## src/rtl/core/ftr_pkg.sv

```systemverilog
package ftr_pkg;

    // Channel count and field widths
    localparam int CHANNELS  = 2;
    localparam int KIND_W    = 2;
    localparam int CH_W      = 1;
    localparam int FRAG_W    = 16;
    localparam int COUNT_W   = 16;
    localparam int RPM_W     = 32;
    localparam int TPM_W     = 16;
    localparam int RATIO_W   = 8;
    localparam int LIMIT_W   = 16;
    localparam int CFG_W     = 16;
    localparam int CFG_IDX_W = 2;

    // Milliseconds per second, walked through one bit a cycle
    localparam int              K_W      = 10;
    localparam logic [K_W-1:0]  MS_PER_S = 10'd1000;

    // Datapath widths of the rpm calculation
    localparam int P1_W      = TPM_W + RATIO_W;        // ticks_per_ms * ratio
    localparam int NUM_W     = P1_W + K_W;             // full numerator
    localparam int DEN_W     = COUNT_W + TPM_W + 1;    // count * tpm + fragment
    localparam int MUL_STEPS = RATIO_W + K_W;          // covers COUNT_W + 1 as well
    localparam int DIV_STEPS = NUM_W;
    localparam int STEP_W    = $clog2(DIV_STEPS);

    // Register reset values
    localparam logic [TPM_W-1:0]   TPM_RST   = 16'd10000;
    localparam logic [RATIO_W-1:0] RATIO_RST = 8'd30;
    localparam logic [LIMIT_W-1:0] LIMIT_RST = 16'd100;

    // Register indexes
    localparam logic [CFG_IDX_W-1:0] REG_TPM   = 2'd0;
    localparam logic [CFG_IDX_W-1:0] REG_RATIO = 2'd1;
    localparam logic [CFG_IDX_W-1:0] REG_LIMIT = 2'd2;

    // Item kinds
    localparam logic [KIND_W-1:0] KIND_EDGE  = 2'd0;
    localparam logic [KIND_W-1:0] KIND_TICK  = 2'd1;
    localparam logic [KIND_W-1:0] KIND_CHECK = 2'd2;

    // Request handed to the rpm unit
    typedef struct packed {
        logic [TPM_W-1:0]   tpm;
        logic [RATIO_W-1:0] ratio;
        logic [COUNT_W-1:0] count;
        logic [FRAG_W-1:0]  frag;
    } t_calc_req;

endpackage

```

## src/rtl/core/ftr_rpm_calc.sv

```systemverilog
module ftr_rpm_calc (
    input  logic              i_clk,
    input  logic              i_rst_n,
    input  logic              i_start,
    input  ftr_pkg::t_calc_req i_req,
    output logic              o_done,
    output logic [ftr_pkg::RPM_W-1:0] o_rpm
);
    import ftr_pkg::*;

    typedef enum logic [2:0] {
        ST_IDLE = 3'b001,
        ST_MUL  = 3'b010,
        ST_DIV  = 3'b100
    } t_state;

    t_state              r_state, n_state;
    logic [STEP_W-1:0]   r_step, n_step;
    logic                r_done, n_done;
    logic [TPM_W-1:0]    r_tpm, n_tpm;
    logic [FRAG_W-1:0]   r_frag, n_frag;
    logic [COUNT_W-1:0]  r_cnt_sh, n_cnt_sh;
    logic [RATIO_W-1:0]  r_ratio_sh, n_ratio_sh;
    logic [K_W-1:0]      r_k_sh, n_k_sh;
    logic [P1_W-1:0]     r_p1, n_p1;
    logic [NUM_W-1:0]    r_num, n_num;
    logic [DEN_W-1:0]    r_den, n_den;
    logic [DEN_W-1:0]    r_rem, n_rem;
    logic [DEN_W:0]      trial;
    logic                fits;

    // One restoring divide step: bring down the next numerator bit
    assign trial = {r_rem, r_num[NUM_W-1]};
    assign fits  = (trial >= {1'b0, r_den});

    // Shift-add multiplies, MSB first, then a bit-serial restoring divide
    always_comb begin
        n_state    = r_state;
        n_step     = r_step;
        n_done     = 1'b0;
        n_tpm      = r_tpm;
        n_frag     = r_frag;
        n_cnt_sh   = r_cnt_sh;
        n_ratio_sh = r_ratio_sh;
        n_k_sh     = r_k_sh;
        n_p1       = r_p1;
        n_num      = r_num;
        n_den      = r_den;
        n_rem      = r_rem;
        case (r_state)
            ST_IDLE: begin
                if (i_start) begin
                    n_tpm      = i_req.tpm;
                    n_frag     = i_req.frag;
                    n_cnt_sh   = i_req.count;
                    n_ratio_sh = i_req.ratio;
                    n_k_sh     = MS_PER_S;
                    n_p1       = '0;
                    n_num      = '0;
                    n_den      = '0;
                    n_step     = '0;
                    n_state    = ST_MUL;
                end
            end
            ST_MUL: begin
                // divisor: count * tpm, then the fragment on top
                if (r_step < STEP_W'(COUNT_W)) begin
                    n_den    = {r_den[DEN_W-2:0], 1'b0}
                             + (r_cnt_sh[COUNT_W-1] ? DEN_W'(r_tpm) : '0);
                    n_cnt_sh = {r_cnt_sh[COUNT_W-2:0], 1'b0};
                end else if (r_step == STEP_W'(COUNT_W)) begin
                    n_den = r_den + DEN_W'(r_frag);
                end
                // numerator: tpm * ratio, then that times 1000
                if (r_step < STEP_W'(RATIO_W)) begin
                    n_p1       = {r_p1[P1_W-2:0], 1'b0}
                               + (r_ratio_sh[RATIO_W-1] ? P1_W'(r_tpm) : '0);
                    n_ratio_sh = {r_ratio_sh[RATIO_W-2:0], 1'b0};
                end else begin
                    n_num  = {r_num[NUM_W-2:0], 1'b0}
                           + (r_k_sh[K_W-1] ? NUM_W'(r_p1) : '0);
                    n_k_sh = {r_k_sh[K_W-2:0], 1'b0};
                end
                if (r_step == STEP_W'(MUL_STEPS - 1)) begin
                    n_step  = '0;
                    n_rem   = '0;
                    n_state = ST_DIV;
                end else begin
                    n_step = r_step + 1'b1;
                end
            end
            ST_DIV: begin
                // quotient bits shift in behind the numerator
                n_rem = fits ? DEN_W'(trial - {1'b0, r_den}) : trial[DEN_W-1:0];
                n_num = {r_num[NUM_W-2:0], fits};
                if (r_step == STEP_W'(DIV_STEPS - 1)) begin
                    n_done  = 1'b1;
                    n_state = ST_IDLE;
                end else begin
                    n_step = r_step + 1'b1;
                end
            end
            default: begin
                n_state = ST_IDLE;
            end
        endcase
    end

    always_ff @(posedge i_clk) begin
        if (!i_rst_n) begin
            r_state <= ST_IDLE;
            r_step  <= '0;
            r_done  <= 1'b0;
        end else begin
            r_state <= n_state;
            r_step  <= n_step;
            r_done  <= n_done;
        end
    end

    always_ff @(posedge i_clk) begin
        r_tpm      <= n_tpm;
        r_frag     <= n_frag;
        r_cnt_sh   <= n_cnt_sh;
        r_ratio_sh <= n_ratio_sh;
        r_k_sh     <= n_k_sh;
        r_p1       <= n_p1;
        r_num      <= n_num;
        r_den      <= n_den;
        r_rem      <= n_rem;
    end

    // Saturate to 32 bits; a zero divisor yields all ones on its own
    assign o_done = r_done;
    assign o_rpm  = (|r_num[NUM_W-1:RPM_W]) ? '1 : r_num[RPM_W-1:0];

endmodule

```

## src/rtl/core/fan_tach_period_to_rpm_core.sv

```systemverilog
// Two-channel fan tachometer: turns tach periods into rpm.
// Input items (i_valid / o_stall) carry a kind, a channel and a fine-timer
// fragment. Kind 0 is a tach edge, kind 1 a millisecond tick, kind 2 a
// timeout check. Every item yields exactly one result item (o_valid /
// i_stall) with the channel's rpm, running flag and timeout flag.
// Ticks, checks and unused kinds finish at acceptance: the result is
// presented on the next cycle when the output is free. A tach edge runs a
// shift-add multiply and then a restoring divide, one quotient bit a cycle,
// and no further item is taken until its result is registered into the
// output register or the holding register.
// The output register holds a result while the receiver stalls; one more
// item is still accepted and its result waits in a holding register, after
// which o_stall stays high until the output drains.
// The configuration port (i_cfg_we, i_cfg_idx, i_cfg_data) writes
// ticks_per_ms, pulses_rpm_ratio and timeout_limit; write only while idle.
// Reset (synchronous, active low) restores the default registers, clears
// every channel's count, rpm and running flag, and empties the output.
module fan_tach_period_to_rpm_core (
    input  logic                          i_clk,
    input  logic                          i_rst_n,
    input  logic                          i_valid,
    output logic                          o_stall,
    input  logic [ftr_pkg::KIND_W-1:0]    i_kind,
    input  logic [ftr_pkg::CH_W-1:0]      i_channel,
    input  logic [ftr_pkg::FRAG_W-1:0]    i_fragment,
    output logic                          o_valid,
    input  logic                          i_stall,
    output logic [ftr_pkg::RPM_W-1:0]     o_rpm,
    output logic                          o_running,
    output logic                          o_timed_out,
    input  logic                          i_cfg_we,
    input  logic [ftr_pkg::CFG_IDX_W-1:0] i_cfg_idx,
    input  logic [ftr_pkg::CFG_W-1:0]     i_cfg_data
);
    import ftr_pkg::*;

    typedef enum logic [2:0] {
        ST_IDLE = 3'b001,
        ST_CALC = 3'b010,
        ST_HOLD = 3'b100
    } t_state;

    t_state              r_state, n_state;
    logic [TPM_W-1:0]    r_tpm;
    logic [RATIO_W-1:0]  r_ratio;
    logic [LIMIT_W-1:0]  r_limit;
    logic [COUNT_W-1:0]  r_count [CHANNELS];
    logic [COUNT_W-1:0]  n_count [CHANNELS];
    logic                r_run   [CHANNELS];
    logic                n_run   [CHANNELS];
    logic [RPM_W-1:0]    r_rpm   [CHANNELS];
    logic [RPM_W-1:0]    n_rpm   [CHANNELS];
    logic [CH_W-1:0]     r_ch, n_ch;

    logic                r_o_valid, n_o_valid;
    logic [RPM_W-1:0]    r_o_rpm, n_o_rpm;
    logic                r_o_run, n_o_run;
    logic                r_o_tout, n_o_tout;
    logic [RPM_W-1:0]    r_h_rpm, n_h_rpm;
    logic                r_h_run, n_h_run;
    logic                r_h_tout, n_h_tout;

    logic                accept;
    logic                present;
    logic                out_free;
    logic                calc_start;
    logic                calc_done;
    logic [RPM_W-1:0]    calc_rpm;
    t_calc_req           calc_req;
    logic [RPM_W-1:0]    res_rpm;
    logic                res_run;
    logic                res_tout;

    assign o_stall  = (r_state != ST_IDLE);
    assign accept   = i_valid && !o_stall;
    assign present  = (int'(i_channel) < CHANNELS);
    assign out_free = !r_o_valid || !i_stall;

    assign calc_req.tpm   = r_tpm;
    assign calc_req.ratio = r_ratio;
    assign calc_req.count = r_count[i_channel];
    assign calc_req.frag  = i_fragment;

    ftr_rpm_calc u_calc (
        .i_clk   (i_clk),
        .i_rst_n (i_rst_n),
        .i_start (calc_start),
        .i_req   (calc_req),
        .o_done  (calc_done),
        .o_rpm   (calc_rpm)
    );

    // Channel state update and immediate result
    always_comb begin
        n_count    = r_count;
        n_run      = r_run;
        n_rpm      = r_rpm;
        calc_start = 1'b0;
        res_tout   = 1'b0;
        if (accept && present) begin
            case (i_kind)
                KIND_EDGE: begin
                    n_count[i_channel] = '0;
                    n_run[i_channel]   = 1'b1;
                    calc_start         = 1'b1;
                end
                KIND_TICK: begin
                    if (r_count[i_channel] != '1) begin
                        n_count[i_channel] = r_count[i_channel] + 1'b1;
                    end
                end
                KIND_CHECK: begin
                    if (!r_run[i_channel]) begin
                        res_tout = 1'b1;
                    end else if (r_count[i_channel] > r_limit) begin
                        n_count[i_channel] = '0;
                        n_run[i_channel]   = 1'b0;
                        n_rpm[i_channel]   = '0;
                        res_tout           = 1'b1;
                    end
                end
                default: begin
                end
            endcase
        end
        // finished division lands in the channel it was started for
        if (calc_done) begin
            n_rpm[r_ch] = calc_rpm;
        end
        res_rpm = present ? n_rpm[i_channel] : '0;
        res_run = present ? n_run[i_channel] : 1'b0;
    end

    // Sequencing of items and results
    always_comb begin
        n_state   = r_state;
        n_ch      = r_ch;
        n_o_valid = r_o_valid && i_stall;
        n_o_rpm   = r_o_rpm;
        n_o_run   = r_o_run;
        n_o_tout  = r_o_tout;
        n_h_rpm   = r_h_rpm;
        n_h_run   = r_h_run;
        n_h_tout  = r_h_tout;
        case (r_state)
            ST_IDLE: begin
                if (accept) begin
                    if (calc_start) begin
                        n_ch    = i_channel;
                        n_state = ST_CALC;
                    end else if (out_free) begin
                        n_o_valid = 1'b1;
                        n_o_rpm   = res_rpm;
                        n_o_run   = res_run;
                        n_o_tout  = res_tout;
                    end else begin
                        n_h_rpm  = res_rpm;
                        n_h_run  = res_run;
                        n_h_tout = res_tout;
                        n_state  = ST_HOLD;
                    end
                end
            end
            ST_CALC: begin
                if (calc_done) begin
                    if (out_free) begin
                        n_o_valid = 1'b1;
                        n_o_rpm   = calc_rpm;
                        n_o_run   = 1'b1;
                        n_o_tout  = 1'b0;
                        n_state   = ST_IDLE;
                    end else begin
                        n_h_rpm  = calc_rpm;
                        n_h_run  = 1'b1;
                        n_h_tout = 1'b0;
                        n_state  = ST_HOLD;
                    end
                end
            end
            ST_HOLD: begin
                if (out_free) begin
                    n_o_valid = 1'b1;
                    n_o_rpm   = r_h_rpm;
                    n_o_run   = r_h_run;
                    n_o_tout  = r_h_tout;
                    n_state   = ST_IDLE;
                end
            end
            default: begin
                n_state = ST_IDLE;
            end
        endcase
    end

    // Control, configuration and channel state
    always_ff @(posedge i_clk) begin
        if (!i_rst_n) begin
            r_state   <= ST_IDLE;
            r_o_valid <= 1'b0;
            r_ch      <= '0;
            r_tpm     <= TPM_RST;
            r_ratio   <= RATIO_RST;
            r_limit   <= LIMIT_RST;
            for (int i = 0; i < CHANNELS; i++) begin
                r_count[i] <= '0;
                r_run[i]   <= 1'b0;
                r_rpm[i]   <= '0;
            end
        end else begin
            r_state   <= n_state;
            r_o_valid <= n_o_valid;
            r_ch      <= n_ch;
            r_count   <= n_count;
            r_run     <= n_run;
            r_rpm     <= n_rpm;
            if (i_cfg_we) begin
                case (i_cfg_idx)
                    REG_TPM:   r_tpm   <= i_cfg_data[TPM_W-1:0];
                    REG_RATIO: r_ratio <= i_cfg_data[RATIO_W-1:0];
                    REG_LIMIT: r_limit <= i_cfg_data[LIMIT_W-1:0];
                    default: begin
                    end
                endcase
            end
        end
    end

    // Result payload
    always_ff @(posedge i_clk) begin
        r_o_rpm  <= n_o_rpm;
        r_o_run  <= n_o_run;
        r_o_tout <= n_o_tout;
        r_h_rpm  <= n_h_rpm;
        r_h_run  <= n_h_run;
        r_h_tout <= n_h_tout;
    end

    assign o_valid     = r_o_valid;
    assign o_rpm       = r_o_rpm;
    assign o_running   = r_o_run;
    assign o_timed_out = r_o_tout;

endmodule

```

## config.mk

```make
export PLATFORM = sky130hd
export DESIGN_NAME = fan_tach_period_to_rpm_core
export DESIGN_NICKNAME = d
export VERILOG_FILES = /design/src/rtl/core/ftr_pkg.sv /design/src/rtl/core/ftr_rpm_calc.sv /design/src/rtl/core/fan_tach_period_to_rpm_core.sv
export SDC_FILE = /design/constraint.sdc
export NUM_CORES = 1
export LEC_CHECK = 0
export BUFFER_PORTS_ARGS = -buffer_cell sky130_fd_sc_hd__buf_2
export CAP_MARGIN = 10
export CORE_MARGIN = 8
export CORE_UTILIZATION = 30
export CTS_BUF_LIST = sky130_fd_sc_hd__clkbuf_8
export CTS_CLUSTER_DIAMETER = 200
export DETAILED_ROUTE_END_ITERATION = 6
export HOLD_SLACK_MARGIN = 0.08
export PLACE_DENSITY = 0.53
export SYNTH_ARGS = -nofsm -noshare
export SYNTH_HDL_FRONTEND = slang
export SYNTH_SLANG_ARGS = --single-unit
```

## constraint.sdc

```tcl
create_clock -name i_clk -period 8.5 [get_ports i_clk]
set_clock_uncertainty 0.15 [all_clocks]
set_input_delay 1.7 -clock i_clk [delete_from_list [all_inputs] [get_ports i_clk]]
set_output_delay 1.7 -clock i_clk [all_outputs]
set_load 0.02 [all_outputs]
```

==> summary.txt <==
Status
  – Outcome: finished, final reports clean

Layout
  – Filler Cells Inserted: 8335
  – NumNets Final: 2802
  – Area growth, synth to finish: 12.6%
  – Design area: 27200 um^2
  – Storage element area: 10700 um^2
  – Footprint of the multi-input gates: 12600 um^2
  – Share of cells above drive strength 1: 0.100

Drt
  – Aggregate routed wire length: 67300 um
  – Drc violations: 0
  – Via density: 5.29
  – Initial DRC Count: 1320
  – Via Count: 19.9k
  – First drt pass iteration count: 6
  – WL/cell: 17.9 um
  – DRT antenna net count: 0

Synthesis
  – Count leader, synth: nand2_1
  – Post-synth net total: 2760
  – Post-Syn Instances: 2592
  – Sequential-to-total area share from yosys stat: 0.443
  – Post-synth top area share: 0.317
  – Synthesized area per cell: 9.33 um^2
  – Yosys top cell by area: edfxtp_1
  – Main synth FF type: edfxtp_1
  – Yosys reg bits: 408
  – Synth Warn #: 0
  – Post-synth ARST share: 0
  – Post-Syn Area: 24200 um^2
  – Area contributors post-synth: edfxtp_1, dfxtp_1, ha_1
  – EDFF count, synth: 255
  – Most frequent cells after synthesis: nand2_1, nor2_1, edfxtp_1
  – Unique masters post-synth: 69

STA
  – Max frequency: 181 MHz
  – Setup violators final: 0
  – Final Max Slew Viols: 0
  – Crit path time final: 5.51 ns
  – Fin worst setup slack: 2.99 ns
  – Fin crit share: 0.648
  – Max transition margin: 0.255
  – Unrepaired setup endpoints after global routing: no
  – TNS Setup: 0 ns
  – Final Hold Fails: 0
  – Hold WS: 0.282 ns
  – Worst slew pin tran: 1.12 ns

Clocking
  – Bufs on Longest Clock Path: 3
  – # Post-CTS Setup Buffers: 0
  – Post-CTS resize count: 0
  – H-Tree Depth: 3
  – CTS tree: done
  – Cts hold-fix bufs: 0
  – Clk root buf: clkbuf_8
  – Clock Latency Late Sink: 0.68 ns
  – Num CTS Buffers: 77
  – CTS Sinks: 408
  – Reg clk slew, reported paths: 0.06 ns

Placement
  – Hpwl dp: 45000 um
  – Port Buffers: 77
  – Placement-stage cell area: 25700 um^2
  – Routability cong.: 0.849
  – Dpl ws: 2.35 ns

Setup path
  – Worst EP required: 8.75 ns
  – Critical path launch point type: input pin
  – Crit. End Element: flip-flop
  – CP Class: in -> reg
  – Critical path data arrival time: 5.76 ns
  – CP max FO: 83

Floorplanning
  – Num ports: 78
  – Die height: 300 um
  – Initial Util: 0.302
  – Die Width: 300 um
  – Num rows: 104
  – Die Footprint: 90000 um^2
  – CORE AREA: 80200 um^2

Global route
  – GR Layer Usage met2: 0.243
  – Gr usage total: 0.145
  – Met3 Usage GRT: 0.0243
  – Number of global-route vias before repair: 19.9k
  – Met1 Track Usage GR: 0.188
  – GR Overflow Total: 0
  – Initial antenna violation count: 1
  – Global-route wire length before repair: 107000 um
  – Layer with the highest usage: met2
  – Largest net degree at the start of global routing: 103

Run
  – Max Cap Violations: 0

Power
  – Worst vdd ir: 99.9 uV
  – Lkg Pwr: 0.0109 uW
  – Final Power: 4550 uW
  – Pwr per Cell Area: 167 nW/um^2

Min path
  – HP Class: reg -> reg
-- state kept, by name, indices dropped and copies added, names as in the netlist, 16 cells and up --
register,flops
u_calc.r_p1,24
u_calc.r_frag,16
r_tpm,16
r_count,32
u_calc.r_tpm,16
u_calc.r_num,34
u_calc.r_cnt_sh,16
r_h_rpm,32
r_rpm,64
o_rpm,32
r_limit,16
u_calc.r_rem,33
u_calc.r_den,33
-- worst max-delay path, stage by stage --
cell       delay (ns)
buf_2            0.34
buf_4            0.73
nor2b_1          0.16
a21o_1           0.24
ha_1             0.31
a21o_1           0.12
a21o_1           0.11
a21oi_1          0.07
o21a_1           0.17
o221ai_1         0.29
nand2_1          0.20
nor4_2           0.27
buf_4            0.45
a2111oi_0        0.18
a221o_1          0.39
-- placed cells by master, fill, tap and decap left out, drive strengths merged, types with 10 or more instances in the layout --
| master | Yosys | routed |
|---|---|---|
| o21a | 22 | 22 |
| xor2 | 37 | 37 |
| clkinv | 2 | 24 |
| and3 | 21 | 21 |
| or3 | 26 | 26 |
| mux2 | 10 | 10 |
| nor2b | 26 | 26 |
| a21o | 91 | 91 |
| nand2 | 263 | 263 |
| a2111oi | 36 | 36 |
| ha | 121 | 121 |
| nand2b | 18 | 18 |
| a221o | 33 | 33 |
| edfxtp | 255 | 255 |
| a2bb2oi | 33 | 33 |
| dfxtp | 153 | 153 |
| nor2 | 261 | 261 |
| o22ai | 17 | 17 |
| and2 | 94 | 94 |
| nand3 | 65 | 65 |
| mux2i | 48 | 48 |
| nor3 | 38 | 38 |
| or2 | 10 | 10 |
| a31oi | 17 | 17 |
| a211oi | 53 | 53 |
| buf | 15 | 106 |
| o21ai | 143 | 143 |
| inv | 100 | 127 |
| xnor2 | 76 | 76 |
| o2bb2ai | 64 | 64 |
| clkbuf | 128 | 90 |
| a21oi | 177 | 177 |
| nand4 | 21 | 21 |
| o21bai | 10 | 10 |
-- logic make-up after synthesis --
logic type                 synth area share
DFF                                   0.443
and+or+nand+nor                       0.170
xor gates and xnor gates             0.0409
adders and majority gates            0.0667
muxes                                0.0245
buffers and inverters                0.0388
AOI/OAI and AO/OA                     0.216
-- final cells by class --
cell class                      count  share of cell area
Multi-Input combinational cell   1939               0.463
Sequential cell                   408               0.394
Tap cell                         1060              0.0487
Clock buffer                       90              0.0455
Timing Repair Buffer              106              0.0221
Inverter                          102              0.0141
Clock inverter                     53              0.0124
Antenna cell                        1           0.0000919
-- metrics by stage --
stage | util | cells
2_1_floorplan | - | 2592
3_3_place_gp | 0.320 | 3615
3_5_place_dp | 0.320 | 3615
4_1_cts | 0.340 | 3758
5_1_grt | 0.340 | 3759
6_report | 0.340 | 3759
-- worst paths after layout --
path                                          to             start  cells after the start  slack [ns]
worst min-delay path            u_calc.r_tpm[13]         r_tpm[13]                      0        0.28
worst max register to register  u_calc.r_rem[25]  u_calc.r_num[33]                     13        3.38
worst max-delay path                    o_rpm[6]         i_channel                     15        2.99
worst min register to register  u_calc.r_tpm[13]         r_tpm[13]                      0        0.28
-- per-layer routing --
| metal | part of all wire | vias up |
|---|---|---|
| li1 | - | 9635 |
| met1 | 0.45 | 9646 |
| met2 | 0.48 | 493 |
| met3 | 0.048 | 117 |
| met4 | 0.024 | 0 |
| met5 | 0 | - |
-- power by group --
part	switching, uW	internal [uW]
clock	902	1040
combinational	267	146
sequential	38.8	2160
Power figures use the tool's default switching activity.
